--- src/hdl/psr_pkg.sv ---
// ============================================================================
// psr_pkg - shared constants, types and coefficient table
// Rate constants, derived sizes, word and state types, and the windowed-sinc
// coefficient table built at elaboration.
// ============================================================================
package psr_pkg;

    // ---- rate and kernel constants --------------------------------------
    localparam int SOURCE_STEP    = 2;
    localparam int TARGET_STEP    = 3;
    localparam int ZERO_CROSSINGS = 6;
    localparam int COEF_FRAC_BITS = 16;
    localparam int MAX_RESULTS    = 24;
    localparam int SAMPLE_W       = 16;

    // gcd by repeated subtraction, both arguments at least 1
    function automatic int gcd_of(input int a, input int b);
        int x;
        int y;
        x = a;
        y = b;
        while (x != y) begin
            if (x > y) begin
                x = x - y;
            end else begin
                y = y - x;
            end
        end
        return x;
    endfunction

    localparam int GCD_ST      = gcd_of(SOURCE_STEP, TARGET_STEP);
    localparam int RED_S       = SOURCE_STEP / GCD_ST;
    localparam int RED_T       = TARGET_STEP / GCD_ST;
    localparam int MIN_STEP    = (SOURCE_STEP < TARGET_STEP) ? SOURCE_STEP : TARGET_STEP;
    localparam int HALF_WIDTH  = (ZERO_CROSSINGS * SOURCE_STEP * 100 + MIN_STEP * 99 - 1)
                                 / (MIN_STEP * 99);
    localparam int TAPS        = 2 * HALF_WIDTH + RED_S;
    localparam int ROM_DEPTH   = RED_T * TAPS;
    localparam int COEF_W      = COEF_FRAC_BITS + 2;
    localparam int TAP_AW      = $clog2(TAPS);
    localparam int ROM_AW      = $clog2(ROM_DEPTH);
    localparam int PH_W        = (RED_T > 1) ? $clog2(RED_T) : 1;
    localparam int CNT_W       = $clog2(MAX_RESULTS + 1);
    localparam int STEP_MAX    = (RED_S > RED_T) ? RED_S : RED_T;
    localparam int WIDE_W      = 32 + $clog2(STEP_MAX + 1) + 1;
    localparam int ACC_W       = SAMPLE_W + COEF_W + TAP_AW;
    localparam int NEED_INIT   = HALF_WIDTH + RED_S;
    localparam bit EQUAL_RATES = (SOURCE_STEP == TARGET_STEP);

    // ---- input queue ------------------------------------------------------
    localparam int QUEUE_DEPTH = 2;
    localparam int QA_W        = $clog2(QUEUE_DEPTH);
    localparam int QC_W        = QA_W + 1;

    // ---- kernel build constants -------------------------------------------
    localparam int K_MN  = (RED_S < RED_T) ? RED_S : RED_T;
    localparam int K_DEN = RED_S * RED_T * 100;
    localparam int K_LIM = ZERO_CROSSINGS * K_DEN;
    localparam logic [63:0] PI_Q30  = 64'd3373259426;
    localparam logic [63:0] ONE_Q30 = 64'd1 << 30;

    // ---- types ------------------------------------------------------------
    typedef logic [ROM_DEPTH-1:0][COEF_W-1:0] t_rom;

    typedef enum logic [1:0] {
        CMD_SAMPLE,
        CMD_LAST,
        CMD_PASS,
        CMD_PASS_LAST
    } t_cmd_kind;

    typedef struct packed {
        t_cmd_kind                   kind;
        logic signed [SAMPLE_W-1:0]  sample;
    } t_cmd;

    typedef enum logic [1:0] {
        ST_IDLE,
        ST_CHECK,
        ST_MAC,
        ST_ROUND
    } t_back_state;

    // unsigned shift-and-subtract quotient, elaboration only; d nonzero
    function automatic logic [63:0] udiv64(input logic [63:0] n, input logic [63:0] d);
        logic [63:0] q;
        logic [64:0] rem;
        q   = '0;
        rem = '0;
        for (int i = 63; i >= 0; i--) begin
            rem = {rem[63:0], n[i]};
            if (rem >= {1'b0, d}) begin
                rem  = rem - {1'b0, d};
                q[i] = 1'b1;
            end
        end
        return q;
    endfunction

    // sin of a phase given in 2^-32 turns, signed Q30, Taylor to x^17
    function automatic longint sin_q30(input logic [63:0] ph);
        logic [63:0] fr;
        logic [63:0] x;
        logic [63:0] x2;
        logic [63:0] term;
        logic [1:0]  quad;
        longint      s;
        quad = ph[31:30];
        fr   = ph & (ONE_Q30 - 64'd1);
        if (quad[0]) begin
            fr = ONE_Q30 - fr;
        end
        x    = (fr * PI_Q30) >> 31;
        x2   = (x * x) >> 30;
        term = x;
        s    = longint'(x);
        term = ((term * x2) >> 30) / 64'd6;   s = s - longint'(term);
        term = ((term * x2) >> 30) / 64'd20;  s = s + longint'(term);
        term = ((term * x2) >> 30) / 64'd42;  s = s - longint'(term);
        term = ((term * x2) >> 30) / 64'd72;  s = s + longint'(term);
        term = ((term * x2) >> 30) / 64'd110; s = s - longint'(term);
        term = ((term * x2) >> 30) / 64'd156; s = s + longint'(term);
        term = ((term * x2) >> 30) / 64'd210; s = s - longint'(term);
        term = ((term * x2) >> 30) / 64'd272; s = s + longint'(term);
        if (quad[1]) begin
            s = -s;
        end
        return s;
    endfunction

    // one kernel coefficient, elaboration only
    function automatic longint coef_entry(input int p, input int j);
        longint      num;
        longint      sn;
        logic [63:0] an;
        logic [63:0] pit;
        logic [63:0] sinc;
        logic [63:0] w;
        logic [63:0] w2;
        logic [63:0] mag;
        logic [63:0] scaled;
        logic [63:0] q;
        logic [63:0] r;
        logic [63:0] ph;
        logic        neg;
        neg = 1'b0;
        num = (longint'(j) - longint'(HALF_WIDTH)) * longint'(RED_T)
              - longint'(p) * longint'(RED_S);
        num = num * longint'(K_MN * 99);
        an  = (num < 0) ? 64'(-num) : 64'(num);
        if (an > 64'(K_LIM)) begin
            an = 64'(K_LIM);
        end
        if (an == 64'd0) begin
            sinc = ONE_Q30;
        end else begin
            pit = (PI_Q30 * an) / 64'(K_DEN);
            r   = an % 64'(2 * K_DEN);
            ph  = (r << 32) / 64'(2 * K_DEN);
            sn  = sin_q30(ph);
            if (sn < 0) begin
                neg = 1'b1;
                sn  = -sn;
            end
            sinc = (pit != 64'd0) ? udiv64(64'(sn) << 30, pit) : 64'd0;
        end
        ph     = ((64'(K_LIM) - an) << 32) / 64'(4 * K_LIM);
        sn     = sin_q30(ph);
        w      = (sn < 0) ? 64'd0 : 64'(sn);
        w2     = (w * w) >> 30;
        mag    = (sinc * w2) >> 30;
        scaled = (mag * 64'(K_MN * 99) + 64'(50 * RED_S)) / 64'(100 * RED_S);
        q      = (scaled + (64'd1 << (29 - COEF_FRAC_BITS))) >> (30 - COEF_FRAC_BITS);
        return neg ? -longint'(q) : longint'(q);
    endfunction

    function automatic t_rom build_rom();
        t_rom rom;
        rom = '0;
        for (int p = 0; p < RED_T; p++) begin
            for (int j = 0; j < TAPS; j++) begin
                rom[p * TAPS + j] = COEF_W'(coef_entry(p, j));
            end
        end
        return rom;
    endfunction

    // phase-major: entry phase*TAPS + tap
    localparam t_rom COEF_ROM = build_rom();

endpackage

--- src/hdl/psr_if.sv ---
// ============================================================================
// psr_if - stream channels
// Valid/ready channels for input samples and resampled output samples.
// ============================================================================
interface psr_in_if;
    logic                                   valid;
    logic                                   ready;
    logic signed [psr_pkg::SAMPLE_W-1:0]    sample_in;
    logic                                   is_final;

    modport source (output valid, output sample_in, output is_final, input ready);
    modport sink   (input valid, input sample_in, input is_final, output ready);
endinterface

interface psr_out_if;
    logic                                   valid;
    logic                                   ready;
    logic signed [psr_pkg::SAMPLE_W-1:0]    sample_out;
    logic                                   end_of_stream;

    modport source (output valid, output sample_out, output end_of_stream, input ready);
    modport sink   (input valid, input sample_out, input end_of_stream, output ready);
endinterface

--- src/hdl/polyphase_sinc_resampler_core.sv ---
// ============================================================================
// polyphase_sinc_resampler_core - rational polyphase resampler
// Windowed-sinc polyphase filter, SOURCE_STEP:TARGET_STEP rate change, with
// end-of-stream flush and rounding/saturation to Q1.15.
// ============================================================================
// Path: a word that completes a block goes through the queue, a check, a multiply-accumulate
//   per tap, rounding and the output register before its first output shows.
// Throughput: one multiply-accumulate per cycle through a single multiplier; no new word
//   is taken from the queue until the engine is through with every output of the last one.
// Equal rates: words pass through at one per cycle while the output is ready, via the queue and the output register.
// Reset (i_rst_n low, synchronous): history zeroed, counters cleared, queue
//   and output register emptied; the coefficient table is constant logic.
module polyphase_sinc_resampler_core (
    input  logic        i_clk,
    input  logic        i_rst_n,
    psr_in_if.sink      i_in,
    psr_out_if.source   o_out
);
    import psr_pkg::*;

    // queue head between the intake and the filter engine
    t_cmd  w_head;
    logic  w_head_valid;
    logic  w_head_pop;

    // Intake: two-word queue, so input keeps flowing while the engine works
    // through the outputs of the previous word.
    psr_front u_front (
        .i_clk        (i_clk),
        .i_rst_n      (i_rst_n),
        .i_in         (i_in),
        .o_head       (w_head),
        .o_head_valid (w_head_valid),
        .i_head_pop   (w_head_pop)
    );

    // Engine: shifts the word into the tap history, then emits every output
    // whose block is complete, up to MAX_RESULTS per word (padding zeros on the last
    // word), one tap per cycle through a single multiplier. Each result is held
    // until the next decision so the last of a flush can carry end_of_stream.
    psr_back u_back (
        .i_clk        (i_clk),
        .i_rst_n      (i_rst_n),
        .i_head       (w_head),
        .i_head_valid (w_head_valid),
        .o_head_pop   (w_head_pop),
        .o_out        (o_out)
    );

endmodule

--- src/hdl/psr_front.sv ---
// ============================================================================
// psr_front - input side
// Takes input words, tags them by kind and holds them in a short queue.
// ============================================================================
module psr_front (
    input  logic           i_clk,
    input  logic           i_rst_n,
    psr_in_if.sink         i_in,
    output psr_pkg::t_cmd  o_head,
    output logic           o_head_valid,
    input  logic           i_head_pop
);
    import psr_pkg::*;

    t_cmd              r_slot [QUEUE_DEPTH];
    logic [QA_W-1:0]   r_wr;
    logic [QA_W-1:0]   r_rd;
    logic [QC_W-1:0]   r_count;

    logic              w_push;
    logic              w_pop;
    t_cmd              w_cmd;

    // tag the word
    always_comb begin
        w_cmd.sample = i_in.sample_in;
        if (EQUAL_RATES) begin
            w_cmd.kind = i_in.is_final ? CMD_PASS_LAST : CMD_PASS;
        end else begin
            w_cmd.kind = i_in.is_final ? CMD_LAST : CMD_SAMPLE;
        end
    end

    assign i_in.ready   = (r_count != QC_W'(QUEUE_DEPTH));
    assign w_push       = i_in.valid && i_in.ready;
    assign w_pop        = i_head_pop && (r_count != '0);
    assign o_head       = r_slot[r_rd];
    assign o_head_valid = (r_count != '0);

    always_ff @(posedge i_clk) begin
        if (w_push) begin
            r_slot[r_wr] <= w_cmd;
        end
    end

    always_ff @(posedge i_clk) begin
        if (!i_rst_n) begin
            r_wr    <= '0;
            r_rd    <= '0;
            r_count <= '0;
        end else begin
            if (w_push) begin
                r_wr <= (r_wr == QA_W'(QUEUE_DEPTH - 1)) ? '0 : r_wr + 1'b1;
            end
            if (w_pop) begin
                r_rd <= (r_rd == QA_W'(QUEUE_DEPTH - 1)) ? '0 : r_rd + 1'b1;
            end
            if (w_push && !w_pop) begin
                r_count <= r_count + 1'b1;
            end else if (w_pop && !w_push) begin
                r_count <= r_count - 1'b1;
            end
        end
    end

endmodule

--- src/hdl/psr_back.sv ---
// ============================================================================
// psr_back - filter engine
// Tap history, emission sequencer, serial multiply-accumulate over the taps,
// rounding and saturation, and the output register.
// ============================================================================
module psr_back (
    input  logic           i_clk,
    input  logic           i_rst_n,
    input  psr_pkg::t_cmd  i_head,
    input  logic           i_head_valid,
    output logic           o_head_pop,
    psr_out_if.source      o_out
);
    import psr_pkg::*;

    localparam int PROD_W = SAMPLE_W + COEF_W;
    localparam logic signed [ACC_W-1:0] ROUND_HALF =
        ACC_W'(64'd1 << (COEF_FRAC_BITS - 1));
    localparam logic signed [ACC_W-1:0] SAT_HI = ACC_W'(32'sd32767);
    localparam logic signed [ACC_W-1:0] SAT_LO = ACC_W'(-32'sd32768);

    t_back_state                  r_state;
    t_back_state                  n_state;

    logic signed [SAMPLE_W-1:0]   r_taps [TAPS];
    logic [31:0]                  r_seen;
    logic [31:0]                  r_emit;
    logic [WIDE_W-1:0]            r_filled;
    logic [WIDE_W-1:0]            r_need;
    logic [WIDE_W-1:0]            r_tn;
    logic [PH_W-1:0]              r_phase;
    logic [ROM_AW-1:0]            r_base;
    logic                         r_fin;
    logic [CNT_W-1:0]             r_cnt;
    logic [TAP_AW-1:0]            r_tap_idx;
    logic signed [ACC_W-1:0]      r_acc;
    logic signed [SAMPLE_W-1:0]   r_pend_val;
    logic                         r_pend_valid;
    logic                         r_out_valid;
    logic signed [SAMPLE_W-1:0]   r_out_sample;
    logic                         r_out_eos;

    logic [31:0]                  w_seen_inc;
    logic [WIDE_W-1:0]            w_ms;
    logic                         w_enough;
    logic                         w_stop;
    logic                         w_pad;
    logic                         w_slot_free;
    logic                         w_release;
    logic                         w_go;
    logic                         w_is_pass;
    logic                         w_head_last;
    logic signed [SAMPLE_W-1:0]   w_shift_val;
    logic signed [COEF_W-1:0]     w_coef;
    logic signed [PROD_W-1:0]     w_prod;
    logic signed [ACC_W-1:0]      w_rsum;
    logic signed [ACC_W-1:0]      w_shr;
    logic signed [SAMPLE_W-1:0]   w_sat;

    // strobes
    logic s_pop;
    logic s_take;
    logic s_pass;
    logic s_release;
    logic s_clear;
    logic s_pad;
    logic s_start;
    logic s_mac;
    logic s_round;

    // ---- classification of the queue head ---------------------------------
    always_comb begin
        unique case (i_head.kind)
            CMD_SAMPLE: begin
                w_is_pass   = 1'b0;
                w_head_last = 1'b0;
            end
            CMD_LAST: begin
                w_is_pass   = 1'b0;
                w_head_last = 1'b1;
            end
            CMD_PASS: begin
                w_is_pass   = 1'b1;
                w_head_last = 1'b0;
            end
            CMD_PASS_LAST: begin
                w_is_pass   = 1'b1;
                w_head_last = 1'b1;
            end
            default: begin
                w_is_pass   = 1'b0;
                w_head_last = 1'b0;
            end
        endcase
    end

    // ---- emission decision --------------------------------------------------
    // end of flush: ceil(T*N/S) <= emitted  <=>  T*N <= S*emitted
    assign w_seen_inc  = r_seen + 32'd1;
    assign w_ms        = WIDE_W'(r_emit) * WIDE_W'(RED_S);
    assign w_enough    = (r_filled >= r_need);
    assign w_stop      = (r_cnt == CNT_W'(MAX_RESULTS))
                         || (r_fin && (w_ms >= r_tn))
                         || (!w_enough && !r_fin);
    assign w_pad       = !w_stop && !w_enough;
    assign w_slot_free = !r_out_valid || o_out.ready;
    assign w_release   = r_pend_valid && !w_pad;
    assign w_go        = !w_release || w_slot_free;

    // ---- datapath -----------------------------------------------------------
    assign w_shift_val = s_take ? i_head.sample : '0;
    assign w_coef      = COEF_ROM[r_base + ROM_AW'(r_tap_idx)];
    assign w_prod      = r_taps[r_tap_idx] * w_coef;
    assign w_rsum      = r_acc + ROUND_HALF;
    assign w_shr       = w_rsum >>> COEF_FRAC_BITS;

    always_comb begin
        if (w_shr > SAT_HI) begin
            w_sat = SAMPLE_W'(SAT_HI);
        end else if (w_shr < SAT_LO) begin
            w_sat = SAMPLE_W'(SAT_LO);
        end else begin
            w_sat = SAMPLE_W'(w_shr);
        end
    end

    // ---- next state -----------------------------------------------------------
    always_comb begin
        n_state = r_state;
        unique case (r_state)
            ST_IDLE: begin
                if (i_head_valid && !w_is_pass) begin
                    n_state = ST_CHECK;
                end
            end
            ST_CHECK: begin
                if (w_go) begin
                    if (w_stop) begin
                        n_state = ST_IDLE;
                    end else if (!w_pad) begin
                        n_state = ST_MAC;
                    end
                end
            end
            ST_MAC: begin
                if (r_tap_idx == TAP_AW'(TAPS - 1)) begin
                    n_state = ST_ROUND;
                end
            end
            ST_ROUND: begin
                n_state = ST_CHECK;
            end
            default: begin
                n_state = ST_IDLE;
            end
        endcase
    end

    // ---- strobes ----------------------------------------------------------------
    always_comb begin
        s_pop     = 1'b0;
        s_release = 1'b0;
        s_clear   = 1'b0;
        s_pad     = 1'b0;
        s_start   = 1'b0;
        s_mac     = 1'b0;
        s_round   = 1'b0;
        unique case (r_state)
            ST_IDLE: begin
                s_pop = i_head_valid && (!w_is_pass || w_slot_free);
            end
            ST_CHECK: begin
                s_release = w_release && w_slot_free;
                s_clear   = w_go && w_stop && r_fin;
                s_pad     = w_pad;
                s_start   = w_go && !w_stop && !w_pad;
            end
            ST_MAC: begin
                s_mac = 1'b1;
            end
            ST_ROUND: begin
                s_round = 1'b1;
            end
            default: begin
                s_pop = 1'b0;
            end
        endcase
    end

    assign s_take     = s_pop && !w_is_pass;
    assign s_pass     = s_pop && w_is_pass;
    assign o_head_pop = s_pop;

    // ---- control registers ------------------------------------------------------
    always_ff @(posedge i_clk) begin
        if (!i_rst_n) begin
            r_state      <= ST_IDLE;
            r_seen       <= '0;
            r_emit       <= '0;
            r_filled     <= '0;
            r_need       <= WIDE_W'(NEED_INIT);
            r_phase      <= '0;
            r_base       <= '0;
            r_fin        <= 1'b0;
            r_cnt        <= '0;
            r_pend_valid <= 1'b0;
            r_out_valid  <= 1'b0;
            for (int i = 0; i < TAPS; i++) begin
                r_taps[i] <= '0;
            end
        end else begin
            r_state <= n_state;

            if (s_clear) begin
                for (int i = 0; i < TAPS; i++) begin
                    r_taps[i] <= '0;
                end
            end else if (s_take || s_pad) begin
                for (int i = 0; i < TAPS - 1; i++) begin
                    r_taps[i] <= r_taps[i + 1];
                end
                r_taps[TAPS - 1] <= w_shift_val;
            end

            if (s_take) begin
                r_seen   <= w_seen_inc;
                r_filled <= WIDE_W'(w_seen_inc);
                r_fin    <= w_head_last;
                r_cnt    <= '0;
            end else if (s_clear) begin
                r_seen   <= '0;
                r_filled <= '0;
            end else if (s_pad) begin
                r_filled <= r_filled + 1'b1;
            end

            // output index bookkeeping: phase, block need, table base
            if (s_clear) begin
                r_emit  <= '0;
                r_phase <= '0;
                r_base  <= '0;
                r_need  <= WIDE_W'(NEED_INIT);
            end else if (s_round) begin
                r_cnt  <= r_cnt + 1'b1;
                r_emit <= r_emit + 32'd1;
                if (r_emit == '1) begin
                    r_phase <= '0;
                    r_base  <= '0;
                    r_need  <= WIDE_W'(NEED_INIT);
                end else if (r_phase == PH_W'(RED_T - 1)) begin
                    r_phase <= '0;
                    r_base  <= '0;
                    r_need  <= r_need + WIDE_W'(RED_S);
                end else begin
                    r_phase <= r_phase + 1'b1;
                    r_base  <= r_base + ROM_AW'(TAPS);
                end
            end

            if (s_round) begin
                r_pend_valid <= 1'b1;
            end else if (s_release) begin
                r_pend_valid <= 1'b0;
            end

            if (s_release || s_pass) begin
                r_out_valid <= 1'b1;
            end else if (o_out.ready) begin
                r_out_valid <= 1'b0;
            end
        end
    end

    // ---- payload registers ------------------------------------------------------
    always_ff @(posedge i_clk) begin
        if (s_take) begin
            r_tn <= WIDE_W'(w_seen_inc) * WIDE_W'(RED_T);
        end
        if (s_start) begin
            r_acc     <= '0;
            r_tap_idx <= '0;
        end else if (s_mac) begin
            r_acc     <= r_acc + ACC_W'(w_prod);
            r_tap_idx <= r_tap_idx + 1'b1;
        end
        if (s_round) begin
            r_pend_val <= w_sat;
        end
        if (s_pass) begin
            r_out_sample <= i_head.sample;
            r_out_eos    <= w_head_last;
        end else if (s_release) begin
            r_out_sample <= r_pend_val;
            r_out_eos    <= r_fin && w_stop;
        end
    end

    assign o_out.valid         = r_out_valid;
    assign o_out.sample_out    = r_out_sample;
    assign o_out.end_of_stream = r_out_eos;

    // ---- assertions -----------------------------------------------------------
    a_cnt_cap: assert property (@(posedge i_clk) disable iff (!i_rst_n)
        r_cnt <= CNT_W'(MAX_RESULTS))
        else $error("per-word output count beyond cap");

    a_phase_range: assert property (@(posedge i_clk) disable iff (!i_rst_n)
        r_phase <= PH_W'(RED_T - 1))
        else $error("phase out of range");

    a_no_pend_in_mac: assert property (@(posedge i_clk) disable iff (!i_rst_n)
        (r_state == ST_MAC) |-> !r_pend_valid)
        else $error("dot product started with an unreleased result");

    a_rearm: assert property (@(posedge i_clk) disable iff (!i_rst_n)
        s_clear |=> (r_seen == '0 && r_emit == '0 && !r_pend_valid
                     && r_state == ST_IDLE))
        else $error("stream end did not rearm");

endmodule

--- src/flat_wrapper.sv ---
// flat-port wrapper written by rule: the top's interface ports become plain ports
module polyphase_sinc_resampler_core_flat import psr_pkg::*;
  (i_clk, i_rst_n, i_in_valid, i_in_sample_in, i_in_is_final, i_in_ready, o_out_valid, o_out_sample_out, o_out_end_of_stream, o_out_ready);
  psr_in_if i_in_i ();
  psr_out_if o_out_i ();
  input  logic i_clk;
  input  logic i_rst_n;
  input wire logic [$bits(i_in_i.valid)-1:0] i_in_valid;
  input wire logic [$bits(i_in_i.sample_in)-1:0] i_in_sample_in;
  input wire logic [$bits(i_in_i.is_final)-1:0] i_in_is_final;
  output wire logic [$bits(i_in_i.ready)-1:0] i_in_ready;
  output wire logic [$bits(o_out_i.valid)-1:0] o_out_valid;
  output wire logic [$bits(o_out_i.sample_out)-1:0] o_out_sample_out;
  output wire logic [$bits(o_out_i.end_of_stream)-1:0] o_out_end_of_stream;
  input wire logic [$bits(o_out_i.ready)-1:0] o_out_ready;
  assign i_in_i.valid = i_in_valid;
  assign i_in_i.sample_in = i_in_sample_in;
  assign i_in_i.is_final = i_in_is_final;
  assign i_in_ready = i_in_i.ready;
  assign o_out_valid = o_out_i.valid;
  assign o_out_sample_out = o_out_i.sample_out;
  assign o_out_end_of_stream = o_out_i.end_of_stream;
  assign o_out_i.ready = o_out_ready;
  polyphase_sinc_resampler_core u_core (.i_clk(i_clk), .i_rst_n(i_rst_n), .i_in(i_in_i), .o_out(o_out_i));
endmodule
--- config.mk ---
export PLATFORM = sky130hd
export DESIGN_NAME = polyphase_sinc_resampler_core_flat
export DESIGN_NICKNAME = d
export VERILOG_FILES = /design/src/hdl/psr_pkg.sv /design/src/hdl/psr_if.sv /design/src/hdl/polyphase_sinc_resampler_core.sv /design/src/hdl/psr_front.sv /design/src/hdl/psr_back.sv /design/src/flat_wrapper.sv
export SDC_FILE = /design/constraint.sdc
export NUM_CORES = 2
export LEC_CHECK = 0
export BUFFER_PORTS_ARGS = -buffer_cell sky130_fd_sc_hd__buf_2
export CAP_MARGIN = 30
export CORE_MARGIN = 2
export CORE_UTILIZATION = 50
export CTS_BUF_LIST = sky130_fd_sc_hd__clkbuf_16
export DETAILED_ROUTE_END_ITERATION = 12
export PLACE_DENSITY = 0.62
export SETUP_SLACK_MARGIN = 0.15
export SYNTH_ARGS = -nofsm -noshare
export SYNTH_HDL_FRONTEND = slang
export SYNTH_HIERARCHICAL = 1
export SYNTH_SLANG_ARGS = --single-unit
--- constraint.sdc ---
create_clock -name i_clk -period 18 [get_ports i_clk]
set_clock_uncertainty 0.05 [all_clocks]
set_input_delay 4.5 -clock i_clk [delete_from_list [all_inputs] [get_ports i_clk]]
set_output_delay 4.5 -clock i_clk [all_outputs]
set_load 0.02 [all_outputs]
==> impl_metrics.env <==
export IMPL_yosysWarningCount=6
export IMPL_synthCells=3987
export IMPL_cts_path_max_buffers=3
export IMPL_fin_util=0.5471
export IMPL_fin_nets=4561
export IMPL_setup_viol=0
export IMPL_dp_hpwl_mm=71.76
export IMPL_initial_core_util=0.5023
export IMPL_synth_edf_count=341
export IMPL_cts_resized=0
export IMPL_p_clk_frac=0.287
export IMPL_vias=28622
export IMPL_p_int_mw=3.095
export IMPL_seqPwrFrac=0.379
export IMPL_tns_ns=0
export IMPL_setup_slack_ns=8.674
export IMPL_power_mw=4.859
export IMPL_clk_pin_slew_ns=0.06
export IMPL_required_ns=18.49
export IMPL_synth_fp_nets=4575
export IMPL_grt_usage=0.2393
export IMPL_combPwrFrac=0.334
export IMPL_period_share=0.5181
export IMPL_finalHoldViolCount=0
export IMPL_swShare=0.3630
export IMPL_cts_setup_buffers=0
export IMPL_cts_sinks=556
export IMPL_hp_class="reg2reg"
export IMPL_grt_max_degree=112
export IMPL_netlist_area_um2=41040
export IMPL_avgSynthCellArea_um2=10.29
export IMPL_ant_nets=0
export IMPL_final_max_slew_violation_count=0
export IMPL_grt_pass1_vias=28721
export IMPL_routabilityCongestion=0.9013
export IMPL_power_switching_mw=1.764
export IMPL_antennaDiodeCount=0
export IMPL_drcViolationCount=0
export IMPL_reg2reg_depth=25
export IMPL_wire_per_inst_um=19.47
export IMPL_fillers=7298
export IMPL_status="complete, no violations"
export IMPL_ys_types=90
export IMPL_synth_area_leaders="edfxtp_1, fa_1, dfxtp_1, ha_1, inv_1"
export IMPL_synth_top_area_frac=0.2495
export IMPL_grt_pass1_wl_mm=159.9
export IMPL_yosysSeqAreaShare=0.3543
export IMPL_routed_wl_mm=99.26
export IMPL_crit_fanout=45
export IMPL_final_cells=5097
export IMPL_async_flop_share=0
export IMPL_timing_fmax_mhz=107.2
export IMPL_cts_tree="yes"
export IMPL_htreeDepth=3
export IMPL_fp_dieW_um=290.5
export IMPL_via_per_inst=5.615
export IMPL_place_ws_ns=8.627
export IMPL_grt_setup_unrepaired="false"
export IMPL_antenna_found_initial=0
export IMPL_placed_cells=4972
export IMPL_synth_top_area_cell="edfxtp_1"
export IMPL_post_route_min_period_ns=9.326
export IMPL_p_leak_nw=19.18
export IMPL_end_kind="flop"
export IMPL_die_h_um=290.5
export IMPL_root_buffer="clkbuf_16"
export IMPL_port_buffer_count=39
export IMPL_die_area_um2=84400
export IMPL_maxCapViolations=0
export IMPL_grt_overflow_total=0
export IMPL_rrSetupSlack_ns=8.67
export IMPL_layout_drive_gt1_share=0.08815
export IMPL_clock_latency_ns=0.64
export IMPL_min_to="u_core/u_back/r_taps[0][10]$_SDFFE_PP0P_"
export IMPL_syn2layout_area_growth_pct=8.929
export IMPL_pwr_density_cell_nw_per_um2=108.7
export IMPL_cp_start_kind="flop"
export IMPL_rr_endpoint="u_core/u_back/r_acc[36]$_SDFFE_PP0P_"
export IMPL_firstDrtPassIters=5
export IMPL_worst_pin_slew_ns=1.212
export IMPL_cp_arrival_ns=9.82
export IMPL_synth_seq_cells=556
export IMPL_slew_headroom=0.1920
export IMPL_hold_buffers=0
export IMPL_core_area_um2=81720
export IMPL_hold_depth=2
export IMPL_crit_type="reg2reg"
export IMPL_numCtsBuffers=67
export IMPL_placementRows=105
export IMPL_vdd_drop_max_uv=101.9
export IMPL_ios=40
export IMPL_drt_first_iter_violations=2171
export IMPL_hold_start="u_core/u_back/r_taps[0][10]$_SDFFE_PP0P_"
export IMPL_synth_main_ff_cell="edfxtp_1"
==> worst max-delay path, cell delays in order, from the launching register on <==
cell,delay [ns]
dfxtp_4,0.59
buf_4,0.77
mux4_2,0.62
mux4_2,0.71
nand2b_1,0.22
inv_1,0.10
fa_1,0.52
fa_1,0.81
inv_1,0.24
fa_1,0.57
inv_1,0.05
fa_1,0.47
fa_1,0.56
inv_1,0.06
fa_1,0.53
inv_1,0.04
ha_1,0.36
a21o_1,0.18
a21o_1,0.17
a21o_1,0.20
a2111o_1,0.43
a21oi_1,0.19
a211oi_1,0.12
o31a_1,0.30
o31ai_1,0.17
nor2b_1,0.16
==> routing by layer <==
metal  share of wire  routed length [µm]  vias to the layer above  GRT usage
li1                -                   -                    13550          -
met1            0.45               44560                    14208     0.3327
met2            0.46               46120                      719     0.3860
met3           0.058                5710                      145    0.04030
met4           0.029                2872                        0    0.07216
met5               0                   0                        -          0
==> flip-flops by register name, summed over array words and instances, names as in the netlist, 16 cells and up, named ones only <==
signal and cells:
u_core/u_back/r_taps 256, u_core/u_back/r_acc 38, u_core/u_back/r_filled 35, u_core/u_back/r_need 35
u_core/u_back/r_tn 34, u_core/u_front/r_slot 34, u_core/u_back/r_emit 32, u_core/u_back/r_seen 32
u_core/u_back/o_out.sample_out 16, u_core/u_back/r_pend_val 16
==> kinds of logic (layout without fill, tap and decap cells) <==
kind of cell	Yosys count	after routing	synth area share
buffers and inverters	683	723	0.06389
flip-flops	556	556	0.3543
AND/OR/NAND/NOR	1274	1274	0.1563
other	1	1	0.00009136
adder cells (fa/ha/maj)	567	567	0.2339
AO/OA/AOI/OAI	569	569	0.09191
XOR/XNOR	178	178	0.03798
multiplexers	159	159	0.06155
==> area by class of cell <==
class / instances / area [µm²] / share of cell area
repair buffers: 90 / 653.1 / 0.01461
inverters: 510 / 1916 / 0.04285
flip-flops and latches: 556 / 14550 / 0.3255
clock buffers: 67 / 1677 / 0.03750
well taps: 1070 / 1339 / 0.02994
multi-input cells: 2748 / 23940 / 0.5354
clock inverters: 56 / 634.4 / 0.01419
==> Yosys cell counts, types with 8 or more instances <==
master / count
clkbuf_1: 121
nand4_1: 54
a211oi_1: 22
o21ai_1: 12
edfxtp_1: 341
o211ai_1: 16
inv_1: 509
mux2_2: 47
clkbuf_2: 16
o21ai_0: 103
nor4_1: 9
a21o_1: 73
a311oi_1: 9
o221a_2: 12
nand2b_1: 25
a22o_1: 13
fa_1: 334
o21a_1: 24
buf_1: 24
nand2_1: 269
or3_1: 15
a21oi_1: 147
xnor2_1: 132
and2_1: 258
a31oi_1: 30
nand3_1: 110
xor2_1: 46
mux4_2: 70
dfxtp_1: 215
ha_1: 233
and4_1: 14
or2_2: 13
o2111ai_1: 8
a31o_2: 8
o22ai_1: 12
nor2_1: 335
mux2i_1: 42
nor2b_1: 42
and3_1: 49
nor3_1: 38
==> per-stage QoR <==
step	hold WS (ns)	cell area [µm²]
finish	0.4188	44710
global route	0.4363	44710
CTS	0.4203	44680
detailed placement	0.4103	42370
global placement	0.3902	42280
floorplan	0.3715	41040
==> power by group through the flow <==
stage	registers (mW)	clock network, mW	logic, mW
after floorplan	1.81	0	1.14
after global placement	1.86	0	1.59
after detailed placement	1.86	0	1.61
after CTS	1.84	1.43	1.63
after global routing	1.87	1.48	1.79
final	1.84	1.39	1.63
==> layout by cell type (no fill, tap or decap), types with 13 or more instances in the layout <==
cell,netlist,routed
a211oi_1,22,22
a21o_1,73,73
a21oi_1,147,146
a22o_1,13,13
a31oi_1,30,30
and2_1,258,258
and3_1,49,49
and4_1,14,14
buf_2,7,39
buf_4,2,45
clkbuf_16,0,67
dfxtp_1,215,213
edfxtp_1,341,341
fa_1,334,334
ha_1,233,231
inv_1,509,526
mux2_2,47,47
mux2i_1,42,42
mux4_2,70,70
nand2_1,269,269
nand2b_1,25,25
nand3_1,110,107
nand4_1,54,54
nor2_1,335,335
nor2b_1,42,42
nor3_1,38,38
o211ai_1,16,16
o21a_1,24,24
o21ai_0,103,103
or2_2,13,13
or3_1,15,15
xnor2_1,132,132
xor2_1,46,46
==> worst max path at each step <==
stage / from / end / slack (ns) / cells after the start
6_report: flop / u_core/u_back/r_acc[36]$_SDFFE_PP0P_ / 8.67 / 25
5_1_grt: flop / u_core/u_back/r_acc[37]$_SDFFE_PP0P_ / 8.11 / 25
4_1_cts: flop / u_core/u_back/r_acc[36]$_SDFFE_PP0P_ / 8.59 / 25
3_5_place_dp: flop / u_core/u_back/r_acc[36]$_SDFFE_PP0P_ / 8.63 / 25
3_3_place_gp: flop / u_core/u_back/r_acc[36]$_SDFFE_PP0P_ / 8.71 / 25
2_1_floorplan: i_rst_n / u_core/u_back/r_taps[1][0]$_SDFFCE_PN0P_ / 8.40 / 7
Note: power is estimated with default switching activity, not from simulation.
